<file path="config.mk">
export PLATFORM = sky130hd
export DESIGN_NAME = ght_exec
export DESIGN_NICKNAME = d
export VERILOG_FILES = /design/src/assert_macros.svh /design/src/ght_pkg.sv /design/src/ght_exec.sv
export SDC_FILE = /design/constraint.sdc
export NUM_CORES = 1
export LEC_CHECK = 0
export ABC_CLOCK_PERIOD_IN_PS = 14450
export BUFFER_PORTS_ARGS = -buffer_cell sky130_fd_sc_hd__buf_4
export CORE_AREA = 3 3 225 227
export DETAILED_ROUTE_END_ITERATION = 10
export DIE_AREA = 0 0 228 230
export PLACE_DENSITY = 0.48
export SYNTH_ARGS = -nofsm -noshare
export SYNTH_HDL_FRONTEND = slang
export SYNTH_SLANG_ARGS = --single-unit
export TNS_END_PERCENT = 10
</file>
<file path="constraint.sdc">
create_clock -name vclk -period 14.45
set_input_delay 2.89 -clock vclk [all_inputs]
set_output_delay 2.89 -clock vclk [all_outputs]
set_load 0.01 [all_outputs]
</file>
<file path="src/assert_macros.svh">
// Assertion macros for the RTL files.
`ifndef ASSERT_MACROS_SVH
`define ASSERT_MACROS_SVH

// Clocked assertion on clk_i, disabled while rst_ni is low.
`define ASSERT_CLK(lbl, prop, msg) \
  lbl: assert property (@(posedge clk_i) disable iff (!rst_ni) (prop)) else $error(msg);

// Condition that must never be true at a clock edge.
`define ASSERT_NEVER(lbl, cond, msg) \
  `ASSERT_CLK(lbl, !(cond), msg)

`endif

</file>
<file path="src/ght_pkg.sv">
// Shared types and constants for the generational handle table.
package ght_pkg;

  localparam int unsigned SLOTS    = 1024;
  localparam int unsigned GEN_BITS = 32;
  localparam int unsigned IDX_W    = $clog2(SLOTS);
  localparam int unsigned CNT_W    = $clog2(SLOTS + 1);

  localparam int unsigned PORT_IDX_W = 10;
  localparam int unsigned PORT_GEN_W = 32;
  localparam int unsigned TAG_W      = 64;
  localparam int unsigned PORT_CNT_W = 11;

  typedef enum logic [1:0] {
    MODE_REGISTER   = 2'd0,
    MODE_UNREGISTER = 2'd1,
    MODE_RESOLVE    = 2'd2,
    MODE_QUERY      = 2'd3
  } mode_e;

  typedef enum logic [2:0] {
    ST_OK      = 3'd0,
    ST_NULL    = 3'd1,
    ST_RANGE   = 3'd2,
    ST_STALE   = 3'd3,
    ST_FULL    = 3'd4,
    ST_INVALID = 3'd5
  } status_e;

  typedef struct packed {
    logic [1:0]            mode;
    logic [PORT_IDX_W-1:0] idx;
    logic [PORT_GEN_W-1:0] hgen;
    logic [TAG_W-1:0]      tag;
  } item_t;

  typedef struct packed {
    logic [TAG_W-1:0]    tag;
    logic [GEN_BITS-1:0] gen;
  } slot_t;

  typedef struct packed {
    logic [IDX_W-1:0]    idx;
    logic [GEN_BITS-1:0] gen;
  } stk_t;

  typedef struct packed {
    logic [CNT_W-1:0] free_top;
    logic [CNT_W-1:0] used;
    logic [CNT_W-1:0] live;
  } cnt_t;

  typedef struct packed {
    status_e               status;
    logic [PORT_IDX_W-1:0] index;
    logic [PORT_GEN_W-1:0] gen;
    logic [TAG_W-1:0]      tag;
  } res_t;

  typedef struct packed {
    logic             slot_we;
    logic [IDX_W-1:0] slot_addr;
    slot_t            slot_data;
    logic             stk_we;
    logic [IDX_W-1:0] stk_addr;
    stk_t             stk_data;
  } wr_t;

endpackage

</file>
<file path="src/ght_exec.sv">
// Command decode and slot/stack update logic for one transaction.
module ght_exec (
  input  ght_pkg::item_t item_i,
  input  ght_pkg::slot_t slot_i,
  input  ght_pkg::stk_t  top_i,
  input  ght_pkg::cnt_t  cnt_i,
  output ght_pkg::res_t  res_o,
  output ght_pkg::wr_t   wr_o,
  output ght_pkg::cnt_t  cnt_o
);
  import ght_pkg::*;

  logic                in_range;
  logic                gen_match;
  logic [GEN_BITS-1:0] gen_inc;
  logic [GEN_BITS-1:0] gen_next;
  logic [IDX_W-1:0]    item_addr;

  assign in_range  = 32'(item_i.idx) < 32'(cnt_i.used);
  assign gen_match = 32'(slot_i.gen) == 32'(item_i.hgen);
  assign gen_inc   = slot_i.gen + GEN_BITS'(1);
  assign gen_next  = (gen_inc == '0) ? GEN_BITS'(1) : gen_inc;
  assign item_addr = IDX_W'(item_i.idx);

  always_comb begin
    logic [IDX_W-1:0]    alloc_idx;
    logic [GEN_BITS-1:0] alloc_gen;
    logic                got;

    alloc_idx      = '0;
    alloc_gen      = '0;
    got            = 1'b0;
    res_o.status   = ST_OK;
    res_o.index    = item_i.idx;
    res_o.gen      = '0;
    res_o.tag      = '0;
    wr_o           = '0;
    cnt_o          = cnt_i;

    unique case (mode_e'(item_i.mode))
      MODE_REGISTER: begin
        if (item_i.tag == '0) begin
          res_o.status = ST_NULL;
        end else if (cnt_i.free_top != '0) begin
          got            = 1'b1;
          alloc_idx      = top_i.idx;
          alloc_gen      = top_i.gen;
          cnt_o.free_top = cnt_i.free_top - CNT_W'(1);
        end else if (cnt_i.used < CNT_W'(SLOTS)) begin
          got        = 1'b1;
          alloc_idx  = IDX_W'(cnt_i.used);
          alloc_gen  = GEN_BITS'(1);
          cnt_o.used = cnt_i.used + CNT_W'(1);
        end else begin
          res_o.status = ST_FULL;
        end
        if (got) begin
          wr_o.slot_we       = 1'b1;
          wr_o.slot_addr     = alloc_idx;
          wr_o.slot_data.tag = item_i.tag;
          wr_o.slot_data.gen = alloc_gen;
          cnt_o.live         = cnt_i.live + CNT_W'(1);
          res_o.index        = PORT_IDX_W'(alloc_idx);
          res_o.gen          = PORT_GEN_W'(alloc_gen);
        end
      end
      MODE_UNREGISTER: begin
        if (item_i.tag == '0) begin
          res_o.status = ST_NULL;
        end else if (!in_range) begin
          res_o.status = ST_RANGE;
        end else if (slot_i.tag != item_i.tag || !gen_match) begin
          res_o.status = ST_STALE;
        end else begin
          wr_o.slot_we       = 1'b1;
          wr_o.slot_addr     = item_addr;
          wr_o.slot_data.tag = '0;
          wr_o.slot_data.gen = gen_next;
          if (cnt_i.free_top < CNT_W'(SLOTS)) begin
            wr_o.stk_we       = 1'b1;
            wr_o.stk_addr     = IDX_W'(cnt_i.free_top);
            wr_o.stk_data.idx = item_addr;
            wr_o.stk_data.gen = gen_next;
            cnt_o.free_top    = cnt_i.free_top + CNT_W'(1);
          end
          if (cnt_i.live != '0) begin
            cnt_o.live = cnt_i.live - CNT_W'(1);
          end
        end
      end
      MODE_RESOLVE: begin
        if (item_i.hgen == '0) begin
          res_o.status = ST_INVALID;
        end else if (!in_range) begin
          res_o.status = ST_RANGE;
        end else if (slot_i.tag == '0 || !gen_match) begin
          res_o.status = ST_STALE;
        end else begin
          res_o.tag = slot_i.tag;
        end
      end
      MODE_QUERY: begin
        if (!in_range) begin
          res_o.status = ST_RANGE;
        end else begin
          res_o.gen = PORT_GEN_W'(slot_i.gen);
        end
      end
      default: begin
        res_o.status = ST_OK;
      end
    endcase
  end

endmodule

</file>
==> results.sh, run 1 <==
export IMPL_status="completed"
export IMPL_finalHoldWorstSlack_ns=6.07
export IMPL_netlist_area_um2=6410
export IMPL_hold_buffers=0
export IMPL_nNetsFinal=1861
export IMPL_grt_pass1_vias=10481
export IMPL_grt_pass1_wl_um=76000
export IMPL_vias=10191
export IMPL_yosys_top_cells_count="and2_1, xnor2_1, nand2_1"
export IMPL_crit_chain="buf_4, inv_1, ha_1, a21o_1, a21oi_1, o21ai_0, a211oi_2, buf_4, nor4b_2, nand2_1, o21ai_0, buf_4"
export IMPL_wl_um=54900
export IMPL_drt_pass1_iterations=5
export IMPL_via_per_inst=4.58
export IMPL_path_max_fanout=32
export IMPL_critPathRequiredTime_ns=11.56
export IMPL_setup_viol_count_final=0
export IMPL_antenna_found_initial=7
export IMPL_regArea_um2=0
export IMPL_max_cap_viol_count=0
export IMPL_coreArea_um2=48800
export IMPL_io_buffers=581
export IMPL_final_max_slew_violation_count=0
export IMPL_yosysMostFrequentCell="and2_1"
export IMPL_ir_drop_mv=0.0104
export IMPL_wl_per_cell_um=24.7
export IMPL_endpoint_kind="output port"
export IMPL_grt_overflow=0
export IMPL_remaining_drc_errors=0
export IMPL_finalSetupTns_ns=0
export IMPL_nClkBuffers=0
export IMPL_fin_crit_ns=10.32
export IMPL_final_core_util_pct=23.3
export IMPL_yosysSeqAreaShare_pct=0
export IMPL_pin_count=581
export IMPL_synth_top_cell_area_share_pct=17.4
export IMPL_synthesis_nets=1352
export IMPL_synth_warnings=0
export IMPL_worstMarginPinSlew_ns=1.26
export IMPL_rsz0062_at_grt="no"
export IMPL_grt_usage_pct=19.4
export IMPL_worst_ep_arrival_time_ns=7.43
export IMPL_cts_setup_buffers=0
export IMPL_syn_avg_cell_area_um2=6.09
export IMPL_dp_hpwl_um=47400
export IMPL_max_stage_delay_ns=1.01
export IMPL_detailedPlace_worstSlack_ns=4.22
export IMPL_hold_class="in -> out"
export IMPL_maxSlewHeadroom_pct=15.7
export IMPL_power_density_nw_per_um2=26.2
export IMPL_drive_gt1_share_pct=39.6
export IMPL_p_leak_nw=5.12
export IMPL_synth_cell_types=63
export IMPL_hold_viol_final=0
export IMPL_path_class="in -> out"
export IMPL_synth_top_area_cell="xnor2_1"
export IMPL_die_y_um=230
export IMPL_grt_max_degree=75
export IMPL_gp_congestion=0.991
export IMPL_start_util_pct=13.1
export IMPL_dieArea_um2=52400
export IMPL_cp_slowest_cell="nand2_1"
export IMPL_rows=81
export IMPL_synth_area_leaders="xnor2_1, and2_1, nand2_1, nand4_1, nor4_1"
export IMPL_areaGrowthSynthToFinish_pct=77.5
export IMPL_fin_crit_sh_pct=71.4
export IMPL_cpMostUsedCell="buf_4"
export IMPL_synthCells=1052
export IMPL_fp_dieW_um=228
export IMPL_layout_setup_ws_ns=4.13
export IMPL_ant_nets=0
export IMPL_fmax_mhz=96.9
export IMPL_drtIter0Drc=515
export IMPL_seq_cells=0
export IMPL_cts_resized=0
export IMPL_start_kind="primary input"
## worst paths after layout
path	slack, ns	from	depth (start not counted)	to
setup / recovery	4.13	cnt_i[15]	12	wr_o[61]
hold / removal	6.07	cnt_i[15]	3	cnt_o[15]
## worst max-delay path: cells and delay by family
kind / cells / cell delay [ns]
buf+inv: 4 / 0.71
simple gates: 2 / 1.87
fa+ha+maj: 1 / 0.27
compound gates: 5 / 1.64
## power by group
part	switching [mW]	total (mW)	internal, mW
Clock	0	0.0000000279	0.0000000279
Combinational	0.164	0.298	0.134
Sequential	0	0	0
## layout by cell type, fill, tap and decap left out, types with 4 or more instances in the layout
cell      synthesis  layout
nand3_1          31      31
inv_1            29      29
buf_4             1     592
a21o_1           25      25
o31ai_1           4       4
nor4_1           57      56
and3_1            9       9
mux2i_1           8       8
nand4_1          61      61
a21oi_1          55      55
nor2_1           78      76
or3_1             7       7
or4_1             5       5
o211ai_1          6       6
a31oi_1           5       5
o21ai_0          43      43
nand2_1         118     118
xor2_1           21      21
mux2_2            4       4
and2_1          154     154
nand2b_1          6       6
o221ai_1          7       7
xnor2_1         127     127
ha_1             21      21
nor3_1           34      33
## layout make-up
type / instances / area [µm²]
diodes: 3 / 7.51
fillers: 5641 / 37500
inverters: 29 / 109
multi-input cells: 938 / 5980
well taps: 664 / 831
repair buffers: 592 / 4440
## routing by layer
layer | wire (µm) | track usage [%] | vias to the layer above
li1 | - | - | 4717
met1 | 18900 | 19.4 | 4834
met2 | 30000 | 39.2 | 542
met3 | 3730 | 4.11 | 90
met4 | 2230 | 6.81 | 8
met5 | 51 | 0 | -
## kinds of logic after synthesis
group	synth area share, %
AOI/OAI and AO/OA	16.9
xor gates and xnor gates	20.2
adders and majority gates	4.10
buffers and inverters	7.36
muxes	1.95
and+or+nand+nor	49.5
## stage by stage
step	power, mW	instances	area, µm²
floorplan	0.119	1052	6410
global placement	0.298	2223	11400
detailed placement	0.298	2223	11400
CTS	0.300	2223	11400
global route	0.318	2226	11400
finish	0.298	2226	11400
Power figures use the tool's default switching activity.
==> inputs of run 2 (changes only) <==
--- a/config.mk
+++ b/config.mk
@@ -5,12 +5,12 @@
 export SDC_FILE = /design/constraint.sdc
 export NUM_CORES = 1
 export LEC_CHECK = 0
-export ABC_CLOCK_PERIOD_IN_PS = 14450
+export ABC_CLOCK_PERIOD_IN_PS = 8800
 export BUFFER_PORTS_ARGS = -buffer_cell sky130_fd_sc_hd__buf_4
 export CORE_AREA = 3 3 225 227
 export DETAILED_ROUTE_END_ITERATION = 10
 export DIE_AREA = 0 0 228 230
-export PLACE_DENSITY = 0.48
+export PLACE_DENSITY = 0.49
 export SYNTH_ARGS = -nofsm -noshare
 export SYNTH_HDL_FRONTEND = slang
 export SYNTH_SLANG_ARGS = --single-unit
==> constraint.sdc (replaced) <==
create_clock -name vclk -period 8.8
set_input_delay 1.76 -clock vclk [all_inputs]
set_output_delay 1.76 -clock vclk [all_outputs]
set_load 0.01 [all_outputs]
==> run 2 against run 1 <==
Clock-buffer cell count is the same; wire length up 0.52%; critical path depth decreased by 1; non-clock buffer count rose by 1; final area grew 0.20%; die area did not move; setup slack worse by 2.7 ns; hold slack got worse by 2.2 ns; largest power group unchanged.
==> results.sh, run 2 (synthesized netlist as in run 1, its figures left out) <==
export IMPL_status="completed"
export IMPL_ant_nets=0
export IMPL_finalInstanceArea_um2=11400
export IMPL_switchingPower_uw=269
export IMPL_pin_count=581
export IMPL_areaGrowthSynthToFinish_pct=77.9
export IMPL_worstMarginPinSlew_ns=1.19
export IMPL_path_max_fanout=22
export IMPL_final_cell_mix="buf_4, and2_1, xnor2_1"
export IMPL_fmax_mhz=136
export IMPL_ir_drop_mv=0.0183
export IMPL_coreArea_um2=48800
export IMPL_cts_resized=0
export IMPL_die_y_um=230
export IMPL_maxSlewHeadroom_pct=20.2
export IMPL_io_buffers=581
export IMPL_wl_um=55200
export IMPL_fillers=5638
export IMPL_dp_hpwl_um=47900
export IMPL_seq_cells=0
export IMPL_clock_power_share_pct=0
export IMPL_path_class="in -> out"
export IMPL_whs_path_depth=3
export IMPL_final_core_util_pct=23.3
export IMPL_remaining_drc_errors=0
export IMPL_fin_crit_ns=7.35
export IMPL_start_util_pct=13.1
export IMPL_power_density_nw_per_um2=42.9
export IMPL_max_stage_delay_ns=0.63
export IMPL_via_per_inst=4.56
export IMPL_final_max_slew_violation_count=0
export IMPL_grt_max_degree=75
export IMPL_gp_congestion=0.957
export IMPL_nClkBuffers=0
export IMPL_drive_gt1_share_pct=39.6
export IMPL_min_to="wr_o[149]"
export IMPL_drt_pass1_iterations=5
export IMPL_place_area_um2=11400
export IMPL_seqPwrFrac_pct=0
export IMPL_worst_ep_arrival_time_ns=5.59
export IMPL_hp_start="item_i[96]"
export IMPL_rows=81
export IMPL_hold_buffers=0
export IMPL_setup_viol_count_final=0
export IMPL_swShare_pct=55.1
export IMPL_grt_pass1_vias=10588
export IMPL_cp_slowest_cell="or4_4"
export IMPL_regArea_um2=0
export IMPL_cts_setup_buffers=0
export IMPL_combinationalPowerShare_pct=100.0
export IMPL_rsz0062_at_grt="no"
export IMPL_hold_viol_final=0
export IMPL_critPathRequiredTime_ns=7.04
export IMPL_drtIter0Drc=427
export IMPL_max_cap_viol_count=0
export IMPL_nNetsFinal=1862
export IMPL_grt_usage_pct=19.5
export IMPL_final_common_cell="buf_4"
export IMPL_fin_crit_sh_pct=83.5
export IMPL_start_kind="primary input"
export IMPL_p_leak_nw=5.13
export IMPL_critPathTopFamily="simple AND/OR/NAND/NOR gates"
export IMPL_antenna_found_initial=12
export IMPL_grt_overflow=0
export IMPL_grt_pass1_wl_um=76400
export IMPL_fp_dieW_um=228
export IMPL_endpoint_kind="output port"
export IMPL_dieArea_um2=52400
export IMPL_cp_num_buf_inv=2
export IMPL_crit_chain="buf_4, ha_1, nand2_1, or4_4, or4_1, mux2i_1, or4_1, or4_4, nand2_2, nor2_1, buf_4"
export IMPL_hold_class="in -> out"
export IMPL_wl_per_cell_um=24.7
export IMPL_p_int_uw=220
export IMPL_vias=10182
export IMPL_finalSetupTns_ns=0
-- run 2: cell count changes in the layout (fill, tap and decap cells not counted), sizes merged --
cell	previous run	this run
diode	3	9
buf	592	593
-- run 2: worst max path at each step --
stage | end | startpoint | slack, ns | cells past startpoint
global placement | wr_o[18] | slot_i[0] | 1.45 | 11
CTS | wr_o[1] | slot_i[0] | 1.40 | 11
global route | wr_o[3] | slot_i[0] | 1.23 | 11
floorplan | wr_o[53] | slot_i[0] | 2.38 | 9
detailed placement | wr_o[1] | slot_i[0] | 1.40 | 11
finish | wr_o[9] | slot_i[0] | 1.45 | 11
-- run 2: power by group through the flow --
| stage | Combinational (mW) | Clock (mW) | Sequential, mW |
|---|---|---|---|
| 5_1_grt | 0.520 | 0.000000138 | 0 |
| 4_1_cts | 0.491 | 0 | 0 |
| 2_1_floorplan | 0.196 | 0 | 0 |
| 3_3_place_gp | 0.490 | 0 | 0 |
| 3_5_place_dp | 0.489 | 0 | 0 |
| 6_report | 0.489 | 0.000000138 | 0 |
-- run 2: final cells by class --
type               count  area (µm²)  area share, %
multi-input cells    938        5980           52.5
repair buffers       593        4450           39.1
well taps            664         831           7.29
inverters             29         109          0.955
diodes                 9        22.5          0.198
-- run 2: layer usage --
layer	GRT usage (%)	share of wire, %
met3	3.26	6.1
met1	19.5	35
met5	0	0.062
met4	9.08	5.1
met2	38.9	54
-- run 2: per-stage QoR --
stage	cells	hold WS (ns)	setup slack [ns]	power, mW
6_report	2233	3.83	1.45	0.489
5_1_grt	2233	3.84	1.23	0.520
4_1_cts	2224	3.83	1.40	0.491
3_5_place_dp	2224	3.83	1.40	0.489
3_3_place_gp	2224	3.83	1.45	0.490
2_1_floorplan	1052	3.61	2.38	0.196
