File: src/assert_macros.svh
// Assertion macros for the RTL files.
`ifndef ASSERT_MACROS_SVH
`define ASSERT_MACROS_SVH

// Clocked assertion on clk_i, disabled while rst_ni is low.
`define ASSERT_CLK(lbl, prop, msg) \
  lbl: assert property (@(posedge clk_i) disable iff (!rst_ni) (prop)) else $error(msg);

// Condition that must never be true at a clock edge.
`define ASSERT_NEVER(lbl, cond, msg) \
  `ASSERT_CLK(lbl, !(cond), msg)

`endif

File: src/ght_ram.sv
// Generic single-port-write, single-port-read RAM with registered read.
module ght_ram #(
  parameter int unsigned WIDTH = 8,
  parameter int unsigned DEPTH = 16
) (
  input  logic                     clk_i,
  input  logic                     we_i,
  input  logic [$clog2(DEPTH)-1:0] waddr_i,
  input  logic [WIDTH-1:0]         wdata_i,
  input  logic                     re_i,
  input  logic [$clog2(DEPTH)-1:0] raddr_i,
  output logic [WIDTH-1:0]         rdata_o
);

  logic [WIDTH-1:0] mem_q [DEPTH];
  logic [WIDTH-1:0] rdata_q;

  always_ff @(posedge clk_i) begin
    if (we_i) begin
      mem_q[waddr_i] <= wdata_i;
    end
    if (re_i) begin
      rdata_q <= mem_q[raddr_i];
    end
  end

  assign rdata_o = rdata_q;

endmodule

File: config.mk
export PLATFORM = sky130hd
export DESIGN_NAME = ght_ram
export DESIGN_NICKNAME = d
export VERILOG_FILES = /design/src/assert_macros.svh /design/src/ght_ram.sv
export SDC_FILE = /design/constraint.sdc
export NUM_CORES = 1
export LEC_CHECK = 0
export BUFFER_PORTS_ARGS = -buffer_cell sky130_fd_sc_hd__clkbuf_2
export CAP_MARGIN = 25
export CORE_MARGIN = 2
export CORE_UTILIZATION = 55
export CTS_CLUSTER_DIAMETER = 60
export DETAILED_ROUTE_END_ITERATION = 10
export PLACE_DENSITY = 0.73
export SLEW_MARGIN = 5
export SYNTH_ARGS = -nofsm -noshare
export SYNTH_HDL_FRONTEND = slang
export SYNTH_SLANG_ARGS = --single-unit
File: constraint.sdc
create_clock -name clk_i -period 2.6 [get_ports clk_i]
set_clock_uncertainty 0.15 [all_clocks]
set_input_delay 0.52 -clock clk_i [delete_from_list [all_inputs] [get_ports clk_i]]
set_output_delay 0.52 -clock clk_i [all_outputs]
set_load 0.05 [all_outputs]
==> flow_metrics.tcl, run 1 <==
set metrics [dict create \
    cts.sinks 136 \
    status "finished, final reports clean" \
    worst_pin_slew_ns 0.4730 \
    ant_nets 0 \
    drc 0 \
    synthArstFlopShare_pct 0 \
    min_period_ns 1.869 \
    power_frac_clock_pct 44.5 \
    critPathCapture "rdata_o[0]" \
    fill_cells 591 \
    syn_area_um2 5228 \
    cp.buffers_inverters 1 \
    via_per_inst 5.933 \
    synth_common_cells "edfxtp_1, mux4_2, a22oi_1" \
    drive_gt1_share_pct 33.11 \
    post_cts_buffers 0 \
    drt_iter0_drc 280 \
    crit_start "rdata_o[0]$_DFFE_PP_" \
    avgSynthCellArea_um2 22.83 \
    grt_max_degree 33 \
    r2r-end "rdata_o[6]$_DFFE_PP_" \
    synth_top_area_share_pct 78.12 \
    h-tree-depth 4 \
    gp_congestion 0.7618 \
    yosys_register_bits 136 \
    grt-ovfl-total 0 \
    portBuffers 26 \
    fin_util_pct 67.08 \
    die_x_um 101.5 \
    finalSetupViolCount 0 \
    rsz0062_at_grt "no" \
    dieArea_um2 10300 \
    cpPeakStageDelay_ns 0.42 \
    cp.depth 1 \
    seqCellArea_um2 4084 \
    tns_ns 0 \
    dp_cells 399 \
    syn_inst 229 \
    hold_viol 0 \
    synth_edf_count 136 \
    cp_slowest_cell "edfxtp_1" \
    root_buffer "clkbuf_8" \
    whs_path_depth 1 \
    grt_pass1_wl_mm 15.46 \
    io_pins 27 \
    ys_seq_area_share_pct 78.12 \
    r2r_cells 3 \
    synth_fp_nets 248 \
    switching_power_uw 1027 \
    hold_class "in2reg" \
    core_area_um2 9240 \
    critical_path.top_delay_family "flip-flops" \
    maxSlewHeadroom_pct 68.22 \
    multi_input_area_um2 1057 \
    rows 35 \
    reg2reg_from "mem_q[1][6]$_DFFE_PP_" \
    r2r_slack_ns 0.92 \
    syn_to_final_growth_pct 18.57 \
    wl_mm 10.16 \
    critPathArrivalTime_ns 1.20 \
    hpwl_mm 6.346 \
    cp-start-kind "flop" \
    required_ns 1.93 \
    synth_top_area_cell "edfxtp_1" \
    ys.flop_type "edfxtp_1" \
    via_count 2557 \
    critPathCaptureType "primary output" \
    finalNonFillerCells 431 \
    crit_fanout 1 \
    p_seq_share_pct 50.2 \
    yosysWarningCount 0 \
    yosysMostFrequentCell "edfxtp_1" \
    path_class "reg2out" \
    internal_power_uw 3922 \
    grtUsageTotal_pct 22.01 \
    grt_antenna_before_repair 0 \
    switching_share_pct 20.75 \
    clk-insertion-delay-late_ns 0.52 \
    cts_buffer_depth 2 \
    drt_pass1_iterations 5 \
    ctsHoldBuffers 0 \
    n_antenna_cell 0 \
    vdd_drop_max_mv 0.4970 \
    synthTopCellsByArea "edfxtp_1, mux4_2, mux4_1" \
    power_leakage_uw 0.002116 \
    place_ws_ns 0.3326 \
    crit_path_cell_trace "clkbuf_2" \
    grt_pass1_vias 2549 \
    start_util_pct 56.57 \
    post_cts_resized 0 \
    fmax_mhz 535.2 \
    fin_total_pwr_uw 4949 \
    drv_cap 0 \
    layout.nets 308 \
    cts_tree "done" \
    min_period_over_period_pct 71.87 \
    avgRoutedWirePerCell_um 23.56 \
    cts_buffers 17 \
    powerDensity_nw_per_um2 798.5 \
    p_comb_share_pct 5.3 \
    fin_ws_ns 0.7314 \
    die_y_um 101.5 \
    clk_pin_slew_ns 0.06 \
    synth.distinct_cells 18 \
    maxSlewViolCount 0 \
]
## layout by cell type (no fill, tap or decap)
cell type   Yosys  routed
mux4_1         14      14
buf_4           1      23
clkbuf_1        0       2
nor3_1          4       4
nand3b_1        2       2
clkinvlp_4      0       5
and2b_1         1       1
mux4_2         18      18
or3b_2          1       1
buf_12          0       2
clkbuf_2        0      26
clkbuf_8        0       1
nand2b_1        2       2
nand3_1         1       1
nor2_1         13      13
a22oi_1        16      16
clkinv_2        0       5
nor2b_1         1       1
clkbuf_16       0      16
edfxtp_1      136     136
clkinv_4        0       1
bufinv_16       0       2
nand2_1         9       9
and2_1          1       1
## kinds of logic after synthesis
kind of cell,synth area share [%]
DFF,78.12
and+or+nand+nor,3.136
AOI/OAI and AO/OA,2.298
muxes,14.79
buffers and inverters,1.651
## metal layers
layer	share of wire, %	up-vias	global-route usage, %
li1	-	1104	-
met1	44	1322	33.42
met2	48	111	31.28
met3	6.1	20	5.935
met4	2.1	0	8.316
met5	0	-	0
## cell type report
class	instances	area share (%)
flip-flops and latches	136	65.89
well taps	129	2.604
multi-input cells	83	17.06
repair buffers	51	5.531
clock buffers	19	6.803
clock inverters	13	2.120
## how the worst min path moves through the flow
stage | startpoint | endpoint | slack, ns
final | re_i | rdata_o[2]$_DFFE_PP_ | 0.27
after global routing | re_i | rdata_o[7]$_DFFE_PP_ | 0.26
after CTS | re_i | rdata_o[4]$_DFFE_PP_ | 0.25
after detailed placement | mem_q[4][1]$_DFFE_PP_ | rdata_o[1]$_DFFE_PP_ | 0.59
after global placement | mem_q[12][2]$_DFFE_PP_ | rdata_o[2]$_DFFE_PP_ | 0.58
after floorplan | wdata_i[0] | mem_q[0][0]$_DFFE_PP_ | 0.47
## power by group through the flow
| stage | logic (uW) | clock network [uW] | registers, uW |
|---|---|---|---|
| global placement | 257 | 0 | 2530 |
| CTS | 266 | 2230 | 2490 |
| global route | 284 | 2330 | 2490 |
| floorplan | 125 | 0 | 2560 |
| detailed placement | 262 | 0 | 2530 |
| finish | 262 | 2200 | 2490 |
## flip-flops by register name, summed over array words and instances, names as in the netlist
| name | cells |
|---|---|
| mem_q | 128 |
| rdata_o | 8 |
## per-stage QoR
stage / hold slack, ns / cell area (um^2)
floorplan: 0.4689 / 5228
global placement: 0.5804 / 5645
detailed placement: 0.5908 / 5645
CTS: 0.2519 / 6198
global route: 0.2566 / 6198
finish: 0.2678 / 6198
No activity file was read; power rests on OpenSTA's default activity.
==> run 2, diff against run 1 <==
--- a/config.mk
+++ b/config.mk
@@ -8,10 +8,10 @@
 export BUFFER_PORTS_ARGS = -buffer_cell sky130_fd_sc_hd__clkbuf_2
 export CAP_MARGIN = 25
 export CORE_MARGIN = 2
-export CORE_UTILIZATION = 55
+export CORE_UTILIZATION = 54
 export CTS_CLUSTER_DIAMETER = 60
 export DETAILED_ROUTE_END_ITERATION = 10
-export PLACE_DENSITY = 0.73
+export PLACE_DENSITY = 0.74
 export SLEW_MARGIN = 5
 export SYNTH_ARGS = -nofsm -noshare
 export SYNTH_HDL_FRONTEND = slang
==> constraint.sdc (replaced) <==
create_clock -name clk_i -period 1.71 [get_ports clk_i]
set_clock_uncertainty 0.15 [all_clocks]
set_input_delay 0.342 -clock clk_i [delete_from_list [all_inputs] [get_ports clk_i]]
set_output_delay 0.342 -clock clk_i [all_outputs]
set_load 0.05 [all_outputs]
==> flow_metrics.tcl, run 2 (synthesis results as in run 1) <==
set metrics [dict create \
    status "finished, final reports clean" \
    via_per_inst 5.892 \
    root_buffer "clkbuf_8" \
    path_class "reg2out" \
    portBuffers 26 \
    grt_antenna_before_repair 0 \
    ant_nets 0 \
    grt_max_degree 21 \
    n_antenna_cell 0 \
    dpl-instance-area_um2 5739 \
    drt_iter0_drc 181 \
    cts_buffers 17 \
    powerDensity_nw_per_um2 1221 \
    layout.nets 321 \
    gp_congestion 0.7714 \
    drv_cap 0 \
    power_leakage_uw 0.002163 \
    core_area_um2 9328 \
    dieArea_um2 10480 \
    place_ws_ns -0.3407 \
    hold_viol 0 \
    cp-start-kind "flop" \
    rows 35 \
    grt_pass1_vias 2603 \
    wl_mm 10.33 \
    io_pins 27 \
    ctsHoldBuffers 0 \
    final_cell_mix "edfxtp_1, buf_4, mux4_2, clkbuf_2" \
    drt_pass1_iterations 4 \
    cpPeakStageDelay_ns 0.43 \
    vdd_drop_max_mv 0.8729 \
    required_ns 1.22 \
    clk-insertion-delay-late_ns 0.52 \
    post_cts_buffers 0 \
    grt_pass1_wl_mm 15.53 \
    cp.buffers_inverters 1 \
    hold_class "in2reg" \
    cp_slowest_cell "edfxtp_1" \
    h-tree-depth 4 \
    cts.sinks 136 \
    drive_gt1_share_pct 39.68 \
    min_period_ns 1.658 \
    syn_to_final_growth_pct 20.94 \
    rsz0062_at_grt "no" \
    final_common_cell "edfxtp_1" \
    maxSlewHeadroom_pct 43.64 \
    fmax_mhz 603.1 \
    avgRoutedWirePerCell_um 23.27 \
    largest_reg_flops 128 \
    crit_path_cell_trace "buf_4" \
    drc 0 \
    crit_fanout 1 \
    regMostFlops "mem_q" \
    hpwl_mm 6.586 \
    clk_pin_slew_ns 0.06 \
    critPathCaptureType "primary output" \
    cts_buffer_depth 2 \
    cts_tree "done" \
    start_util_pct 56.04 \
    grtUsageTotal_pct 22.22 \
    worst_pin_slew_ns 0.8423 \
    min_period_over_period_pct 96.97 \
    grt-ovfl-total 0 \
    final_area_um2 6322 \
    maxSlewViolCount 0 \
    die_y_um 102.4 \
    critical_path.top_delay_family "flip-flops" \
    fin_ws_ns 0.05178 \
    critPathArrivalTime_ns 1.17 \
    via_count 2616 \
    die_x_um 102.4 \
    finalSetupViolCount 0 \
]
==> run 2: cell types whose count changed in the layout (fill, tap and decap cells not counted), sizes merged <==
cell	delta
clkbuf	-5
inv	+6
buf	+16
clkinv	-4
==> run 2: per-layer routing <==
layer | global-route usage (%) | share of wire [%] | vias to the layer above
li1 | - | - | 1124
met1 | 29.52 | 39 | 1327
met2 | 33.96 | 49 | 142
met3 | 7.387 | 9.1 | 23
met4 | 10.15 | 2.5 | 0
met5 | 0 | 0 | -
==> run 2: through the flow <==
step	cells	hold WS [ns]	TNS [ns]	util, %	power [uW]
6_report	444	0.08132	0	67.78	7721
5_1_grt	444	0.07412	0	67.78	7924
4_1_cts	444	0.06273	0	67.78	7774
3_5_place_dp	412	0.5895	-3.381	61.53	4281
3_3_place_gp	412	0.5735	-2.324	61.53	4268
2_1_floorplan	229	0.2909	-1.549	-	4099
==> run 2: path summary, 6_finish.rpt <==
check | startpoint | to | slack [ns] | depth (start not counted)
worst min register to register | mem_q[14][1]$_DFFE_PP_ | rdata_o[1]$_DFFE_PP_ | 0.60 | 3
worst max register to register | mem_q[9][5]$_DFFE_PP_ | rdata_o[5]$_DFFE_PP_ | 0.07 | 3
worst max-delay path | rdata_o[2]$_DFFE_PP_ | rdata_o[2] | 0.05 | 1
worst min-delay path | re_i | rdata_o[1]$_DFFE_PP_ | 0.08 | 1
==> run 2: what timing repair did <==
action,in CTS,in global routing
endpoints found under the hold margin,0,0
resized for setup,2,3
cloned,0,0
endpoints found under the setup margin,2,3
==> run 2: where the power goes <==
| group | switching, uW | leakage, uW | internal (uW) |
|---|---|---|---|
| registers | 23.4 | 0.00124 | 3760 |
| clock network | 1410 | 0.000269 | 2100 |
| logic | 260 | 0.000658 | 177 |
| total | 1690 | 0.00216 | 6030 |
==> run 2: layout make-up <==
| class | instances | area [um^2] |
|---|---|---|
| Tap cell | 129 | 161.4 |
| Clock inverter | 15 | 163.9 |
| Clock buffer | 17 | 414.1 |
| Fill cell | 593 | 3005 |
| Multi-Input combinational cell | 83 | 1028 |
| Timing Repair Buffer | 64 | 470.5 |
| Sequential cell | 136 | 4084 |
==> run 3, diff against run 2 <==
--- a/config.mk
+++ b/config.mk
@@ -11,6 +11,7 @@
 export CORE_UTILIZATION = 54
 export CTS_CLUSTER_DIAMETER = 60
 export DETAILED_ROUTE_END_ITERATION = 10
+export MAX_ROUTING_LAYER = met4
 export PLACE_DENSITY = 0.74
 export SLEW_MARGIN = 5
 export SYNTH_ARGS = -nofsm -noshare
==> constraint.sdc (replaced) <==
create_clock -name clk_i -period 1.71 [get_ports clk_i]
set_clock_uncertainty 0.15 [all_clocks]
set_input_delay 0.171 -clock clk_i [delete_from_list [all_inputs] [get_ports clk_i]]
set_output_delay 0.171 -clock clk_i [all_outputs]
set_load 0.05 [all_outputs]
==> flow_metrics.tcl, run 3 (synthesis results as in run 1) <==
set metrics [dict create \
    status "finished, final reports clean" \
    via_per_inst 5.759 \
    tns_ns 0 \
    cts.sinks 136 \
    dp_cells 399 \
    largest_reg_flops 128 \
    dieArea_um2 10480 \
    switching_power_uw 1557 \
    holdWs_ns 0.07572 \
    final_common_cell "edfxtp_1" \
    maxSlewViolCount 0 \
    cts_buffers 17 \
    wl_mm 10.10 \
    core_area_um2 9328 \
    required_ns 1.81 \
    drive_gt1_share_pct 32.26 \
    internal_power_uw 6271 \
    layout.nets 317 \
    drc 0 \
    critPathArrivalTime_ns 1.74 \
    fin_ws_ns 0.07400 \
    io_pins 27 \
    min_period_ns 1.636 \
    crit_fanout 1 \
    place_ws_ns -0.1953 \
    rsz0062_at_grt "no" \
    hpwl_mm 6.038 \
    root_buffer "clkbuf_8" \
    avgRoutedWirePerCell_um 23.01 \
    fmax_mhz 611.2 \
    ant_nets 0 \
    maxSlewHeadroom_pct 54.07 \
    grt-ovfl-total 0 \
    drt_iter0_drc 230 \
    portBuffers 26 \
    finalNonFillerCells 439 \
    power_leakage_uw 0.002180 \
    worst_pin_slew_ns 0.6865 \
    critPathCaptureType "flop" \
    grt_max_degree 22 \
    h-tree-depth 4 \
    die_y_um 102.4 \
    syn_to_final_growth_pct 21.54 \
    p_comb_share_pct 5.4 \
    power_frac_clock_pct 46.3 \
    path_class "reg2reg" \
    cp-start-kind "flop" \
    fin_total_pwr_uw 7827 \
    start_util_pct 56.04 \
    gp_congestion 0.7914 \
    n_antenna_cell 0 \
    finalSetupViolCount 0 \
    powerDensity_nw_per_um2 1232 \
    grt_pass1_wl_mm 15.81 \
    die_x_um 102.4 \
    grtUsageTotal_pct 22.96 \
    cts_buffer_depth 2 \
    clk-insertion-delay-late_ns 0.51 \
    via_count 2528 \
    cts_tree "done" \
    p_seq_share_pct 48.3 \
    clk_pin_slew_ns 0.06 \
    switching_share_pct 19.89 \
    final_cell_mix "edfxtp_1, clkbuf_2, buf_4, mux4_2, clkbuf_16" \
    drt_pass1_iterations 4 \
    drv_cap 0 \
    grt_antenna_before_repair 0 \
    vdd_drop_max_mv 0.7387 \
    rows 35 \
    hold_viol 0 \
    min_period_over_period_pct 95.67 \
    grt_pass1_vias 2619 \
    hold_class "in2reg" \
    regMostFlops "mem_q" \
]
==> run 3: changes by cell type in the layout (fill, tap and decap cells not counted), sizes merged <==
cell / change
clkinvlp: -2
dlygate4sd3: +9
clkinv: +4
buf: -16
inv: -5
clkbuf: +3
bufinv: +2
==> run 3: critical path: stages, from the launching register on <==
cell      delay, ns
edfxtp_1       0.36
mux4_2         0.50
a22oi_2        0.26
nand2_1        0.11
==> run 3: stage by stage <==
stage / util (%) / instance area (um^2)
2_1_floorplan: - / 5233
3_3_place_gp: 60.71 / 5663
3_5_place_dp: 60.71 / 5663
4_1_cts: 68.06 / 6349
5_1_grt: 68.12 / 6354
6_report: 68.12 / 6354
==> run 3: metal layers <==
layer	part of all wire, %	GRT usage [%]	routed length [um]
met5	0	-	0
met4	1.3	8.718	131
met3	6.7	5.814	679
met2	51	33.96	5121
met1	41	31.39	4168
==> run 3: area by class of cell <==
cell class	count	area (um^2)
Sequential cell	136	4084
Fill cell	576	2974
Multi-Input combinational cell	83	1067
Timing Repair Buffer	60	445.4
Clock buffer	17	414.1
Clock inverter	14	181.4
Tap cell	129	161.4
==> run 3: repair_timing <==
action	in CTS	in global routing
setup buffers	0	0
hold buffers	9	0
setup endpoints to repair	0	1
hold endpoints to repair	136	0
resized for setup	0	1
==> run 3: path summary, 6_finish.rpt <==
kind | start | to | slack [ns] | depth (start not counted)
worst min register to register | mem_q[15][0]$_DFFE_PP_ | rdata_o[0]$_DFFE_PP_ | 0.60 | 3
worst min-delay path | waddr_i[0] | mem_q[0][7]$_DFFE_PP_ | 0.08 | 3
worst max register to register | mem_q[3][7]$_DFFE_PP_ | rdata_o[7]$_DFFE_PP_ | 0.07 | 3
worst max-delay path | mem_q[3][7]$_DFFE_PP_ | rdata_o[7]$_DFFE_PP_ | 0.07 | 3
==> run 3: power by group through the flow <==
stage / Combinational [uW] / Clock (uW) / Sequential (uW)
2_1_floorplan: 190 / 0 / 3900
3_3_place_gp: 401 / 0 / 3840
3_5_place_dp: 410 / 0 / 3850
4_1_cts: 432 / 3670 / 3780
5_1_grt: 458 / 3820 / 3790
6_report: 426 / 3620 / 3780
